<file path="src/sv/adl_pkg.sv">
// Shared types, codes and constants of the array-based doubly linked list.
package adl_pkg;

    localparam int SLOTS     = 16;
    localparam int TAG_BITS  = 32;
    localparam int SLOT_BITS = $clog2(SLOTS);
    localparam int CNT_BITS  = $clog2(SLOTS + 1);

    typedef logic [SLOT_BITS-1:0] slot_t;
    // A link carries one extra bit; the value SLOTS marks the null link.
    typedef logic [SLOT_BITS:0]   link_t;
    typedef logic [CNT_BITS-1:0]  cnt_t;
    typedef logic [TAG_BITS-1:0]  tag_t;

    localparam link_t LINK_NULL = link_t'(SLOTS);

    // Operation codes.
    localparam logic [3:0] OP_ADD_FIRST = 4'd0;
    localparam logic [3:0] OP_ADD_AFTER = 4'd1;
    localparam logic [3:0] OP_ADD_LAST  = 4'd2;
    localparam logic [3:0] OP_DEL_FIRST = 4'd3;
    localparam logic [3:0] OP_DEL_AFTER = 4'd4;
    localparam logic [3:0] OP_DEL_LAST  = 4'd5;
    localparam logic [3:0] OP_DEL_ALL   = 4'd6;
    localparam logic [3:0] OP_WALK_FWD  = 4'd7;
    localparam logic [3:0] OP_WALK_BACK = 4'd8;
    localparam logic [3:0] OP_REVERSE   = 4'd9;
    localparam logic [3:0] OP_COUNT     = 4'd10;

    // Result status codes.
    localparam logic [1:0] STAT_OK     = 2'd0;
    localparam logic [1:0] STAT_FULL   = 2'd1;
    localparam logic [1:0] STAT_EMPTY  = 2'd2;
    localparam logic [1:0] STAT_ANCHOR = 2'd3;

    typedef struct packed {
        logic [3:0] opcode;
        slot_t      anchor_slot;
        tag_t       tag_a;
        tag_t       tag_b;
    } req_t;

    typedef struct packed {
        logic [1:0] status;
        slot_t      slot;
        tag_t       out_tag_a;
        tag_t       out_tag_b;
        cnt_t       length;
        logic       last;
    } rsp_t;

    // Lowest free slot, as found by the free-slot finder.
    typedef struct packed {
        logic  found;
        slot_t slot;
    } free_info_t;

    // Builds a single final result; the length is filled in when it is sent.
    function automatic rsp_t mk_res(logic [1:0] st, slot_t sl, tag_t ta, tag_t tb);
        rsp_t r;
        r.status    = st;
        r.slot      = sl;
        r.out_tag_a = ta;
        r.out_tag_b = tb;
        r.length    = '0;
        r.last      = 1'b1;
        return r;
    endfunction

endpackage

</file>
<file path="src/sv/array_doubly_linked_list.sv">
// Top level of the array-based doubly linked list with its link and payload memories.
//
//  Channel | Direction | Handshake            | Payload
//  --------+-----------+----------------------+----------------------------------
//  req     | in        | req_valid, req_stall | opcode, anchor_slot, tag_a, tag_b
//  rsp     | out       | rsp_valid, rsp_stall | status, slot, tags, length, last
//
// One transaction is worked on at a time; req_stall is high until its last result
// has been loaded into the output register. Inserts and deletes are read-modify-write
// sequences on the link memory; a walk reads each element and then sends it, and
// reverse reads and swaps the tags of element pairs from both ends inwards.
// Reset clears the used marks, head, tail and count at once; the memories need no
// clearing pass. A stalled rsp holds the result in place and lengthens the transaction.
module array_doubly_linked_list (
    input  logic           clk,
    input  logic           rst_n,
    input  logic           req_valid,
    output logic           req_stall,
    input  adl_pkg::req_t  req,
    output logic           rsp_valid,
    input  logic           rsp_stall,
    output adl_pkg::rsp_t  rsp
);
    import adl_pkg::*;

    // Sequencer states.
    localparam logic [3:0] S_IDLE     = 4'd0;
    localparam logic [3:0] S_START    = 4'd1;
    localparam logic [3:0] S_INS_RD   = 4'd2;
    localparam logic [3:0] S_INS_WR   = 4'd3;
    localparam logic [3:0] S_INS_A    = 4'd4;
    localparam logic [3:0] S_INS_N    = 4'd5;
    localparam logic [3:0] S_DA_RD    = 4'd6;
    localparam logic [3:0] S_DEL_RD   = 4'd7;
    localparam logic [3:0] S_DEL_N    = 4'd8;
    localparam logic [3:0] S_WALK_RD  = 4'd9;
    localparam logic [3:0] S_WALK_OUT = 4'd10;
    localparam logic [3:0] S_REV_RF   = 4'd11;
    localparam logic [3:0] S_REV_RB   = 4'd12;
    localparam logic [3:0] S_REV_WF   = 4'd13;
    localparam logic [3:0] S_REV_WB   = 4'd14;
    localparam logic [3:0] S_EMIT     = 4'd15;

    logic [3:0]       state_reg, state_next;
    logic [3:0]       op_reg, op_next;
    slot_t            anchor_reg, anchor_next;
    tag_t             tag_a_reg, tag_a_next;
    tag_t             tag_b_reg, tag_b_next;
    logic [SLOTS-1:0] used_reg, used_next;
    link_t            head_reg, head_next;
    link_t            tail_reg, tail_next;
    cnt_t             count_reg, count_next;
    slot_t            s_reg, s_next;
    link_t            a_reg, a_next;
    link_t            n_reg, n_next;
    link_t            p_reg, p_next;
    link_t            front_reg, front_next;
    link_t            back_reg, back_next;
    slot_t            k_reg, k_next;
    cnt_t             i_reg, i_next;
    tag_t             swap_a_reg, swap_a_next;
    tag_t             swap_b_reg, swap_b_next;
    rsp_t             res_reg, res_next;
    logic             out_valid_reg, out_valid_next;
    rsp_t             out_reg, out_next;

    // Memory ports.
    logic             link_rd_en;
    slot_t            link_rd_addr;
    logic             link_we_next;
    logic             link_we_prev;
    slot_t            link_wr_addr;
    link_t            link_wd_next;
    link_t            link_wd_prev;
    logic             pay_rd_en;
    slot_t            pay_rd_addr;
    logic             pay_we;
    slot_t            pay_wr_addr;
    tag_t             pay_wd_a;
    tag_t             pay_wd_b;

    link_t            next_mem [SLOTS];
    link_t            prev_mem [SLOTS];
    tag_t             pa_mem [SLOTS];
    tag_t             pb_mem [SLOTS];
    link_t            rd_next_reg;
    link_t            rd_prev_reg;
    tag_t             rd_a_reg;
    tag_t             rd_b_reg;

    free_info_t       free_info;
    logic             out_free;
    link_t            walk_nx;
    logic             walk_fin;
    link_t            ins_anchor;

    adl_free_find u_free_find (
        .used (used_reg),
        .info (free_info)
    );

    assign req_stall = (state_reg != S_IDLE);
    assign rsp_valid = out_valid_reg;
    assign rsp       = out_reg;
    assign out_free  = !out_valid_reg || !rsp_stall;

    // Link memory: two lanes with their own write enables, one shared read port.
    always_ff @(posedge clk)
    begin
        if (link_we_next)
        begin
            next_mem[link_wr_addr] <= link_wd_next;
        end
        if (link_we_prev)
        begin
            prev_mem[link_wr_addr] <= link_wd_prev;
        end
        if (link_rd_en)
        begin
            rd_next_reg <= next_mem[link_rd_addr];
            rd_prev_reg <= prev_mem[link_rd_addr];
        end
    end

    // Payload memory holding both tags of each slot.
    always_ff @(posedge clk)
    begin
        if (pay_we)
        begin
            pa_mem[pay_wr_addr] <= pay_wd_a;
            pb_mem[pay_wr_addr] <= pay_wd_b;
        end
        if (pay_rd_en)
        begin
            rd_a_reg <= pa_mem[pay_rd_addr];
            rd_b_reg <= pb_mem[pay_rd_addr];
        end
    end

    // Walk step: the neighbour in the walking direction and the final-result mark.
    assign walk_nx  = (op_reg == OP_WALK_FWD) ? rd_next_reg : rd_prev_reg;
    assign walk_fin = walk_nx[SLOT_BITS] || (k_reg == slot_t'(SLOTS - 1));

    // Anchor of an insert: null for the head, the given slot, or the tail.
    always_comb
    begin
        case (op_reg)
            OP_ADD_FIRST: ins_anchor = LINK_NULL;
            OP_ADD_AFTER: ins_anchor = {1'b0, anchor_reg};
            default:      ins_anchor = tail_reg;
        endcase
    end

    // Sequencer: one state per step of the link and payload memory accesses of an operation.
    always_comb
    begin
        state_next     = state_reg;
        op_next        = op_reg;
        anchor_next    = anchor_reg;
        tag_a_next     = tag_a_reg;
        tag_b_next     = tag_b_reg;
        used_next      = used_reg;
        head_next      = head_reg;
        tail_next      = tail_reg;
        count_next     = count_reg;
        s_next         = s_reg;
        a_next         = a_reg;
        n_next         = n_reg;
        p_next         = p_reg;
        front_next     = front_reg;
        back_next      = back_reg;
        k_next         = k_reg;
        i_next         = i_reg;
        swap_a_next    = swap_a_reg;
        swap_b_next    = swap_b_reg;
        res_next       = res_reg;
        out_valid_next = out_valid_reg && rsp_stall;
        out_next       = out_reg;

        link_rd_en   = 1'b0;
        link_rd_addr = '0;
        link_we_next = 1'b0;
        link_we_prev = 1'b0;
        link_wr_addr = '0;
        link_wd_next = LINK_NULL;
        link_wd_prev = LINK_NULL;
        pay_rd_en    = 1'b0;
        pay_rd_addr  = '0;
        pay_we       = 1'b0;
        pay_wr_addr  = '0;
        pay_wd_a     = '0;
        pay_wd_b     = '0;

        case (state_reg)
            S_IDLE:
            begin
                if (req_valid)
                begin
                    op_next     = req.opcode;
                    anchor_next = req.anchor_slot;
                    tag_a_next  = req.tag_a;
                    tag_b_next  = req.tag_b;
                    state_next  = S_START;
                end
            end

            S_START:
            begin
                case (op_reg)
                    OP_ADD_FIRST, OP_ADD_AFTER, OP_ADD_LAST:
                    begin
                        if (count_reg == cnt_t'(SLOTS) || !free_info.found)
                        begin
                            res_next   = mk_res(STAT_FULL, '0, '0, '0);
                            state_next = S_EMIT;
                        end
                        else if (op_reg == OP_ADD_AFTER && !used_reg[anchor_reg])
                        begin
                            res_next   = mk_res(STAT_ANCHOR, anchor_reg, '0, '0);
                            state_next = S_EMIT;
                        end
                        else
                        begin
                            s_next = free_info.slot;
                            a_next = ins_anchor;
                            if (!ins_anchor[SLOT_BITS])
                            begin
                                link_rd_en   = 1'b1;
                                link_rd_addr = ins_anchor[SLOT_BITS-1:0];
                                state_next   = S_INS_RD;
                            end
                            else
                            begin
                                n_next     = head_reg;
                                state_next = S_INS_WR;
                            end
                        end
                    end

                    OP_DEL_FIRST, OP_DEL_LAST:
                    begin
                        if ((op_reg == OP_DEL_FIRST) ? head_reg[SLOT_BITS]
                                                     : tail_reg[SLOT_BITS])
                        begin
                            res_next   = mk_res(STAT_EMPTY, '0, '0, '0);
                            state_next = S_EMIT;
                        end
                        else
                        begin
                            s_next       = (op_reg == OP_DEL_FIRST)
                                           ? head_reg[SLOT_BITS-1:0]
                                           : tail_reg[SLOT_BITS-1:0];
                            link_rd_en   = 1'b1;
                            link_rd_addr = s_next;
                            pay_rd_en    = 1'b1;
                            pay_rd_addr  = s_next;
                            state_next   = S_DEL_RD;
                        end
                    end

                    OP_DEL_AFTER:
                    begin
                        if (!used_reg[anchor_reg])
                        begin
                            res_next   = mk_res(STAT_ANCHOR, anchor_reg, '0, '0);
                            state_next = S_EMIT;
                        end
                        else
                        begin
                            link_rd_en   = 1'b1;
                            link_rd_addr = anchor_reg;
                            state_next   = S_DA_RD;
                        end
                    end

                    OP_DEL_ALL:
                    begin
                        used_next  = '0;
                        head_next  = LINK_NULL;
                        tail_next  = LINK_NULL;
                        count_next = '0;
                        res_next   = mk_res(STAT_OK, '0, '0, '0);
                        state_next = S_EMIT;
                    end

                    OP_WALK_FWD, OP_WALK_BACK:
                    begin
                        front_next = (op_reg == OP_WALK_FWD) ? head_reg : tail_reg;
                        k_next     = '0;
                        if (front_next[SLOT_BITS])
                        begin
                            res_next   = mk_res(STAT_EMPTY, '0, '0, '0);
                            state_next = S_EMIT;
                        end
                        else
                        begin
                            state_next = S_WALK_RD;
                        end
                    end

                    OP_REVERSE:
                    begin
                        if (head_reg[SLOT_BITS])
                        begin
                            res_next   = mk_res(STAT_EMPTY, '0, '0, '0);
                            state_next = S_EMIT;
                        end
                        else
                        begin
                            front_next = head_reg;
                            back_next  = tail_reg;
                            i_next     = '0;
                            state_next = S_REV_RF;
                        end
                    end

                    default:
                    begin
                        res_next   = mk_res(STAT_OK, '0, '0, '0);
                        state_next = S_EMIT;
                    end
                endcase
            end

            // Insert: the anchor's successor has arrived.
            S_INS_RD:
            begin
                n_next     = rd_next_reg;
                state_next = S_INS_WR;
            end

            // Insert: write the new slot's links and tags.
            S_INS_WR:
            begin
                link_we_next = 1'b1;
                link_we_prev = 1'b1;
                link_wr_addr = s_reg;
                link_wd_next = n_reg;
                link_wd_prev = a_reg;
                pay_we       = 1'b1;
                pay_wr_addr  = s_reg;
                pay_wd_a     = tag_a_reg;
                pay_wd_b     = tag_b_reg;
                used_next[s_reg] = 1'b1;
                count_next   = cnt_t'(count_reg + 1'b1);
                if (a_reg[SLOT_BITS])
                begin
                    head_next = {1'b0, s_reg};
                end
                state_next = S_INS_A;
            end

            // Insert: point the anchor forward at the new slot.
            S_INS_A:
            begin
                if (!a_reg[SLOT_BITS])
                begin
                    link_we_next = 1'b1;
                    link_wr_addr = a_reg[SLOT_BITS-1:0];
                    link_wd_next = {1'b0, s_reg};
                end
                if (n_reg[SLOT_BITS])
                begin
                    tail_next = {1'b0, s_reg};
                end
                state_next = S_INS_N;
            end

            // Insert: point the successor back at the new slot.
            S_INS_N:
            begin
                if (!n_reg[SLOT_BITS])
                begin
                    link_we_prev = 1'b1;
                    link_wr_addr = n_reg[SLOT_BITS-1:0];
                    link_wd_prev = {1'b0, s_reg};
                end
                res_next   = mk_res(STAT_OK, s_reg, tag_a_reg, tag_b_reg);
                state_next = S_EMIT;
            end

            // Delete after: the victim is the anchor's successor, if any.
            S_DA_RD:
            begin
                if (rd_next_reg[SLOT_BITS])
                begin
                    res_next   = mk_res(STAT_ANCHOR, anchor_reg, '0, '0);
                    state_next = S_EMIT;
                end
                else
                begin
                    s_next       = rd_next_reg[SLOT_BITS-1:0];
                    link_rd_en   = 1'b1;
                    link_rd_addr = rd_next_reg[SLOT_BITS-1:0];
                    pay_rd_en    = 1'b1;
                    pay_rd_addr  = rd_next_reg[SLOT_BITS-1:0];
                    state_next   = S_DEL_RD;
                end
            end

            // Delete: unlink forward from the predecessor and free the slot.
            S_DEL_RD:
            begin
                p_next   = rd_prev_reg;
                n_next   = rd_next_reg;
                res_next = mk_res(STAT_OK, s_reg, rd_a_reg, rd_b_reg);
                if (!rd_prev_reg[SLOT_BITS])
                begin
                    link_we_next = 1'b1;
                    link_wr_addr = rd_prev_reg[SLOT_BITS-1:0];
                    link_wd_next = rd_next_reg;
                end
                else
                begin
                    head_next = rd_next_reg;
                end
                used_next[s_reg] = 1'b0;
                if (count_reg != '0)
                begin
                    count_next = cnt_t'(count_reg - 1'b1);
                end
                state_next = S_DEL_N;
            end

            // Delete: unlink backward from the successor.
            S_DEL_N:
            begin
                if (!n_reg[SLOT_BITS])
                begin
                    link_we_prev = 1'b1;
                    link_wr_addr = n_reg[SLOT_BITS-1:0];
                    link_wd_prev = p_reg;
                end
                else
                begin
                    tail_next = p_reg;
                end
                state_next = S_EMIT;
            end

            S_WALK_RD:
            begin
                link_rd_en   = 1'b1;
                link_rd_addr = front_reg[SLOT_BITS-1:0];
                pay_rd_en    = 1'b1;
                pay_rd_addr  = front_reg[SLOT_BITS-1:0];
                state_next   = S_WALK_OUT;
            end

            // Walk: send this element once the output register is free.
            S_WALK_OUT:
            begin
                if (out_free)
                begin
                    out_valid_next     = 1'b1;
                    out_next.status    = STAT_OK;
                    out_next.slot      = front_reg[SLOT_BITS-1:0];
                    out_next.out_tag_a = rd_a_reg;
                    out_next.out_tag_b = rd_b_reg;
                    out_next.length    = count_reg;
                    out_next.last      = walk_fin;
                    k_next             = slot_t'(k_reg + 1'b1);
                    front_next         = walk_nx;
                    state_next         = walk_fin ? S_IDLE : S_WALK_RD;
                end
            end

            // Reverse: read the front element unless the halves have met.
            S_REV_RF:
            begin
                if (i_reg >= (count_reg >> 1) || front_reg[SLOT_BITS]
                    || back_reg[SLOT_BITS])
                begin
                    res_next   = mk_res(STAT_OK, '0, '0, '0);
                    state_next = S_EMIT;
                end
                else
                begin
                    link_rd_en   = 1'b1;
                    link_rd_addr = front_reg[SLOT_BITS-1:0];
                    pay_rd_en    = 1'b1;
                    pay_rd_addr  = front_reg[SLOT_BITS-1:0];
                    state_next   = S_REV_RB;
                end
            end

            // Reverse: hold the front tags, read the back element.
            S_REV_RB:
            begin
                swap_a_next  = rd_a_reg;
                swap_b_next  = rd_b_reg;
                n_next       = rd_next_reg;
                link_rd_en   = 1'b1;
                link_rd_addr = back_reg[SLOT_BITS-1:0];
                pay_rd_en    = 1'b1;
                pay_rd_addr  = back_reg[SLOT_BITS-1:0];
                state_next   = S_REV_WF;
            end

            S_REV_WF:
            begin
                p_next      = rd_prev_reg;
                pay_we      = 1'b1;
                pay_wr_addr = front_reg[SLOT_BITS-1:0];
                pay_wd_a    = rd_a_reg;
                pay_wd_b    = rd_b_reg;
                state_next  = S_REV_WB;
            end

            // Reverse: finish the swap and move both ends inwards.
            S_REV_WB:
            begin
                pay_we      = 1'b1;
                pay_wr_addr = back_reg[SLOT_BITS-1:0];
                pay_wd_a    = swap_a_reg;
                pay_wd_b    = swap_b_reg;
                front_next  = n_reg;
                back_next   = p_reg;
                i_next      = cnt_t'(i_reg + 1'b1);
                state_next  = S_REV_RF;
            end

            // Send the single result of the transaction.
            S_EMIT:
            begin
                if (out_free)
                begin
                    out_valid_next  = 1'b1;
                    out_next        = res_reg;
                    out_next.length = count_reg;
                    out_next.last   = 1'b1;
                    state_next      = S_IDLE;
                end
            end

            default:
            begin
                state_next = S_IDLE;
            end
        endcase
    end

    // Control registers.
    always_ff @(posedge clk or negedge rst_n)
    begin
        if (!rst_n)
        begin
            state_reg     <= S_IDLE;
            used_reg      <= '0;
            head_reg      <= LINK_NULL;
            tail_reg      <= LINK_NULL;
            count_reg     <= '0;
            out_valid_reg <= 1'b0;
        end
        else
        begin
            state_reg     <= state_next;
            used_reg      <= used_next;
            head_reg      <= head_next;
            tail_reg      <= tail_next;
            count_reg     <= count_next;
            out_valid_reg <= out_valid_next;
        end
    end

    // Working and payload registers.
    always_ff @(posedge clk)
    begin
        op_reg     <= op_next;
        anchor_reg <= anchor_next;
        tag_a_reg  <= tag_a_next;
        tag_b_reg  <= tag_b_next;
        s_reg      <= s_next;
        a_reg      <= a_next;
        n_reg      <= n_next;
        p_reg      <= p_next;
        front_reg  <= front_next;
        back_reg   <= back_next;
        k_reg      <= k_next;
        i_reg      <= i_next;
        swap_a_reg <= swap_a_next;
        swap_b_reg <= swap_b_next;
        res_reg    <= res_next;
        out_reg    <= out_next;
    end

    // Between transactions the count matches the number of used slots.
    a_count_used: assert property (@(posedge clk) disable iff (!rst_n)
        (state_reg == S_IDLE) |-> ($countones(used_reg) == count_reg))
        else $error("element count differs from used slots");

    // An empty list has null head and tail between transactions.
    a_empty_ends: assert property (@(posedge clk) disable iff (!rst_n)
        (state_reg == S_IDLE && count_reg == '0)
        |-> (head_reg[SLOT_BITS] && tail_reg[SLOT_BITS]))
        else $error("empty list with a live head or tail");

    // The slot written by an insert is marked used straight after.
    a_ins_used: assert property (@(posedge clk) disable iff (!rst_n)
        (state_reg == S_INS_WR) |=> used_reg[$past(s_reg)])
        else $error("inserted slot not marked used");

endmodule

</file>
<file path="src/sv/adl_free_find.sv">
// Priority encoder that finds the lowest-numbered free slot.
module adl_free_find (
    input  logic [adl_pkg::SLOTS-1:0] used,
    output adl_pkg::free_info_t       info
);
    import adl_pkg::*;

    // Scan from the top down so that the lowest free slot wins.
    always_comb
    begin
        info.found = 1'b0;
        info.slot  = '0;
        for (int i = SLOTS - 1; i >= 0; i--)
        begin
            if (!used[i])
            begin
                info.found = 1'b1;
                info.slot  = slot_t'(i);
            end
        end
    end

endmodule

</file>
<file path="config.mk">
export PLATFORM = sky130hd
export DESIGN_NAME = array_doubly_linked_list
export DESIGN_NICKNAME = d
export VERILOG_FILES = /design/src/sv/adl_pkg.sv /design/src/sv/array_doubly_linked_list.sv /design/src/sv/adl_free_find.sv
export SDC_FILE = /design/constraint.sdc
export NUM_CORES = 2
export LEC_CHECK = 0
export ABC_AREA = 1
export ABC_CLOCK_PERIOD_IN_PS = 6800
export BUFFER_PORTS_ARGS = -buffer_cell sky130_fd_sc_hd__buf_4
export CAP_MARGIN = 20
export CELL_PAD_IN_SITES_DETAIL_PLACEMENT = 0
export CELL_PAD_IN_SITES_GLOBAL_PLACEMENT = 2
export CORE_MARGIN = 5
export CORE_UTILIZATION = 38
export DETAILED_ROUTE_END_ITERATION = 8
export GPL_TIMING_DRIVEN = 0
export HOLD_SLACK_MARGIN = 0.1
export PLACE_DENSITY_LB_ADDON = 0.1
export SETUP_SLACK_MARGIN = 0.02
export SYNTH_ARGS = -nofsm -noshare
export SYNTH_HDL_FRONTEND = slang
export SYNTH_SLANG_ARGS = --single-unit
</file>
<file path="constraint.sdc">
create_clock -name clk -period 6.8 [get_ports clk]
set_input_delay 1.36 -clock clk [delete_from_list [all_inputs] [get_ports clk]]
set_output_delay 1.36 -clock clk [all_outputs]
set_load 0.005 [all_outputs]
</file>
==> out/qor.yml <==
run_status:
  outcome: "finished, final reports clean"
cts:
  post_cts_buffers: 0
  root_buffer: "clkbuf_16"
  cts_resized: 0
  cts_tree: "built"
  clock_path_buffers: 3
  cts_hold_buf: 0
  ctsHtreeMaxLevel: 4
  path_clk_slew_ns: 0.06
  worstSkewPairLatency_ns: 0.83
  clkSinkCount: 1614
  cts_buffers: 181
timing:
  whs_ns: 0.440
  rsz0062_at_grt: "no"
  skew_ns: 0.0432
  fmax_ghz: 0.232
  hold_viol_final: 0
  max_slew_margin: 0.218
  setup_viol_count_final: 0
  maxSlewViolCount: 0
  finalCritPeriodShare: 0.634
  period_needed_ns: 4.31
  tightest_slew_ns: 1.17
  tns_ns: 0
detailed_routing:
  routed-wl-met3_mm: 12.5
  vias_per_cell: 5.10
  detail-route-antenna-nets: 0
  first_pass_iters: 5
  dr_total_vias: 47500
  drt-total-wl_mm: 240
  routed.top_layer: "met4"
  wl_met1_mm: 105
  drc_errors: 0
  drtIter0Drc: 4365
  avgRoutedWirePerCell_um: 25.8
  route.met2.wl_mm: 115
grt:
  antenna_found_initial: 16
  grt_overflow_total: 0
  grt_pass1_wl_mm: 339
  track_usage: 0.248
  grt_max_degree: 42
  grt_pass1_vias: 45900
power_and_ir_drop:
  power_mw: 35.8
  ir_worst_vdd_uv: 249
  leakage_nw: 32.7
  powerDensity_nw_per_um2: 441
finish:
  fin_nets: 6875
  fin_cells: 9311
  areaGrowthSynthToFinish_pct: 17.7
  reg_top3: "pa_mem x512, pb_mem x512"
  post-route-util: 0.449
  drive_gt1_frac: 0.116
  nFillCells: 17000
  seq_area_um2: 48300
  multiInputGateArea_um2: 15900
yosys:
  synth_top_cell_by_area: "edfxtp_1"
  async_reset_ff_frac: 0.0223
  ys_warn_count: 0
  synth_ff_type: "edfxtp_1"
  syn_inst: 6314
  synthesis.nets: 6400
  synth.distinct_cells: 53
  seq_area_frac_synth: 0.700
  yosysTopAreaCellShare: 0.687
  mappedNetlistArea_um2: 69000
  netlist_top_cells_area: "edfxtp_1 (69%), nand2_1 (9.4%), nand3_1 (7.3%), inv_1 (5.2%), dfrtp_1 (1.2%)"
  syn_avg_cell_area_um2: 10.9
  synth_edf_count: 1578
  ys_ff_latch: 1614
place:
  dp.cells: 8972
  port_buffers: 153
  post-dp-hpwl_mm: 169
  place_congestion: 0.914
critical_path:
  start_kind: "flip-flop"
  worstSetupEndpointType: "flip-flop"
  crit_type: "flip-flop to flip-flop"
  crit_fanout: 21
  r2r_slack_ns: 2.49
  arrival_ns: 4.82
  cp.required_ns: 7.31
die:
  dieHeight_um: 436
  initial_utilization: 0.382
  dieArea_um2: 190000
  ios: 154
  rows: 156
  die_w_um: 436
  core_area_um2: 181000
min_path:
  hold_path.class: "flip-flop to flip-flop"
run:
  cap_violations: 0
## per-layer routing
metal | up-vias | track usage
li1 | 22300 | -
met1 | 23500 | 0.339
met2 | 1385 | 0.414
met3 | 347 | 0.0310
met4 | 0 | 0.0747
met5 | - | 0
## worst max-delay path, stage by stage (launching register included)
cell	delay [ns]
dfrtp_1	0.44
nor2_1	0.22
inv_2	0.09
nor2_2	0.16
buf_8	0.20
inv_1	0.08
buf_2	0.33
nor2_1	0.45
nor3_1	0.18
inv_1	0.11
nand2_1	0.25
nor2_4	0.71
buf_12	0.29
buf_12	0.22
buf_16	0.19
## cells in the final DEF (no fill, tap or decap), drive strengths merged, types with 2 or more instances in the layout
| master | n |
|---|---|
| nand2 | 1742 |
| edfxtp | 1578 |
| nand3 | 1005 |
| inv | 985 |
| buf | 508 |
| clkbuf | 342 |
| nor2 | 151 |
| o21ai | 146 |
| o22ai | 80 |
| clkinv | 79 |
| o221ai | 67 |
| nand3b | 66 |
| dfrtp | 34 |
| a21oi | 33 |
| o211ai | 23 |
| nand4 | 15 |
| bufinv | 10 |
| nor3 | 10 |
| ha | 9 |
| o311a | 7 |
| a31oi | 6 |
| o31ai | 5 |
| xnor2 | 4 |
| clkinvlp | 4 |
| diode | 3 |
| nor4 | 3 |
| xor2 | 3 |
| o2bb2ai | 3 |
| a22oi | 2 |
| a221oi | 2 |
| dfstp | 2 |
| a211oi | 2 |
| o2111ai | 2 |
## synthesized netlist by cell type, types with 3 or more instances
library cell and n:
nand2_1 1735, edfxtp_1 1578, nand3_1 1005, inv_1 964, buf_2 159, nor2_1 141, o21ai_0 141, clkbuf_1 102
o22ai_1 80, o221ai_1 67, nand3b_1 66, buf_1 42, dfrtp_1 34, a21oi_1 31, o211ai_1 23, nand4_1 15
inv_2 14, buf_4 13, nor3_1 10, ha_1 9, clkinv_1 7, o311a_1 7, a31oi_1 6, nand2_2 5
o31ai_1 5, nor2_2 4, nor2_4 4, xnor2_1 4, nor4_1 3, o21ai_1 3, o2bb2ai_1 3, xor2_1 3
## report_power, final
group / switching, mW / leakage [nW] / internal (mW)
logic: 8.80 / 14.9 / 3.05
registers: 0.550 / 15.1 / 13.9
clock network: 4.08 / 2.74 / 5.36
total: 13.4 / 32.7 / 22.4
## through the flow
stage | setup slack [ns] | cell area, µm²
after global routing | 2.32 | 81200
after floorplan | 0.397 | 69000
final | 2.49 | 81200
after detailed placement | 2.43 | 75500
after global placement | -7.26 | 73100
after CTS | 2.44 | 81200
## cells by family after synthesis
| logic type | share of synthesized area |
|---|---|
| compound gates | 0.0359 |
| xor+xnor | 0.000888 |
| flops | 0.700 |
| simple gates | 0.187 |
| fa+ha+maj | 0.00192 |
| buf+inv | 0.0748 |
## path summary, 6_finish.rpt
kind	from	endpoint	depth (start not counted)
worst max-delay path	state_reg[3]	pb_mem[14][28]	14
worst min-delay path	rd_b_reg[12]	swap_b_reg[12]	0
worst max register to register	state_reg[3]	pb_mem[14][28]	14
worst min register to register	rd_b_reg[12]	swap_b_reg[12]	0
max in group asynchronous	rst_n	used_reg[6]	1
min in group asynchronous	rst_n	state_reg[1]	1
## layout make-up
type,instances,share of cell area
well taps,2370,0.0365
diodes,3,0.0000924
inverters,986,0.0456
clock buffers,240,0.0593
plain buffers,318,0.0180
multi-input cells,3396,0.196
clock inverters,92,0.0102
repair buffers,292,0.0399
flip-flops and latches,1614,0.595
Power figures use the tool's default switching activity.
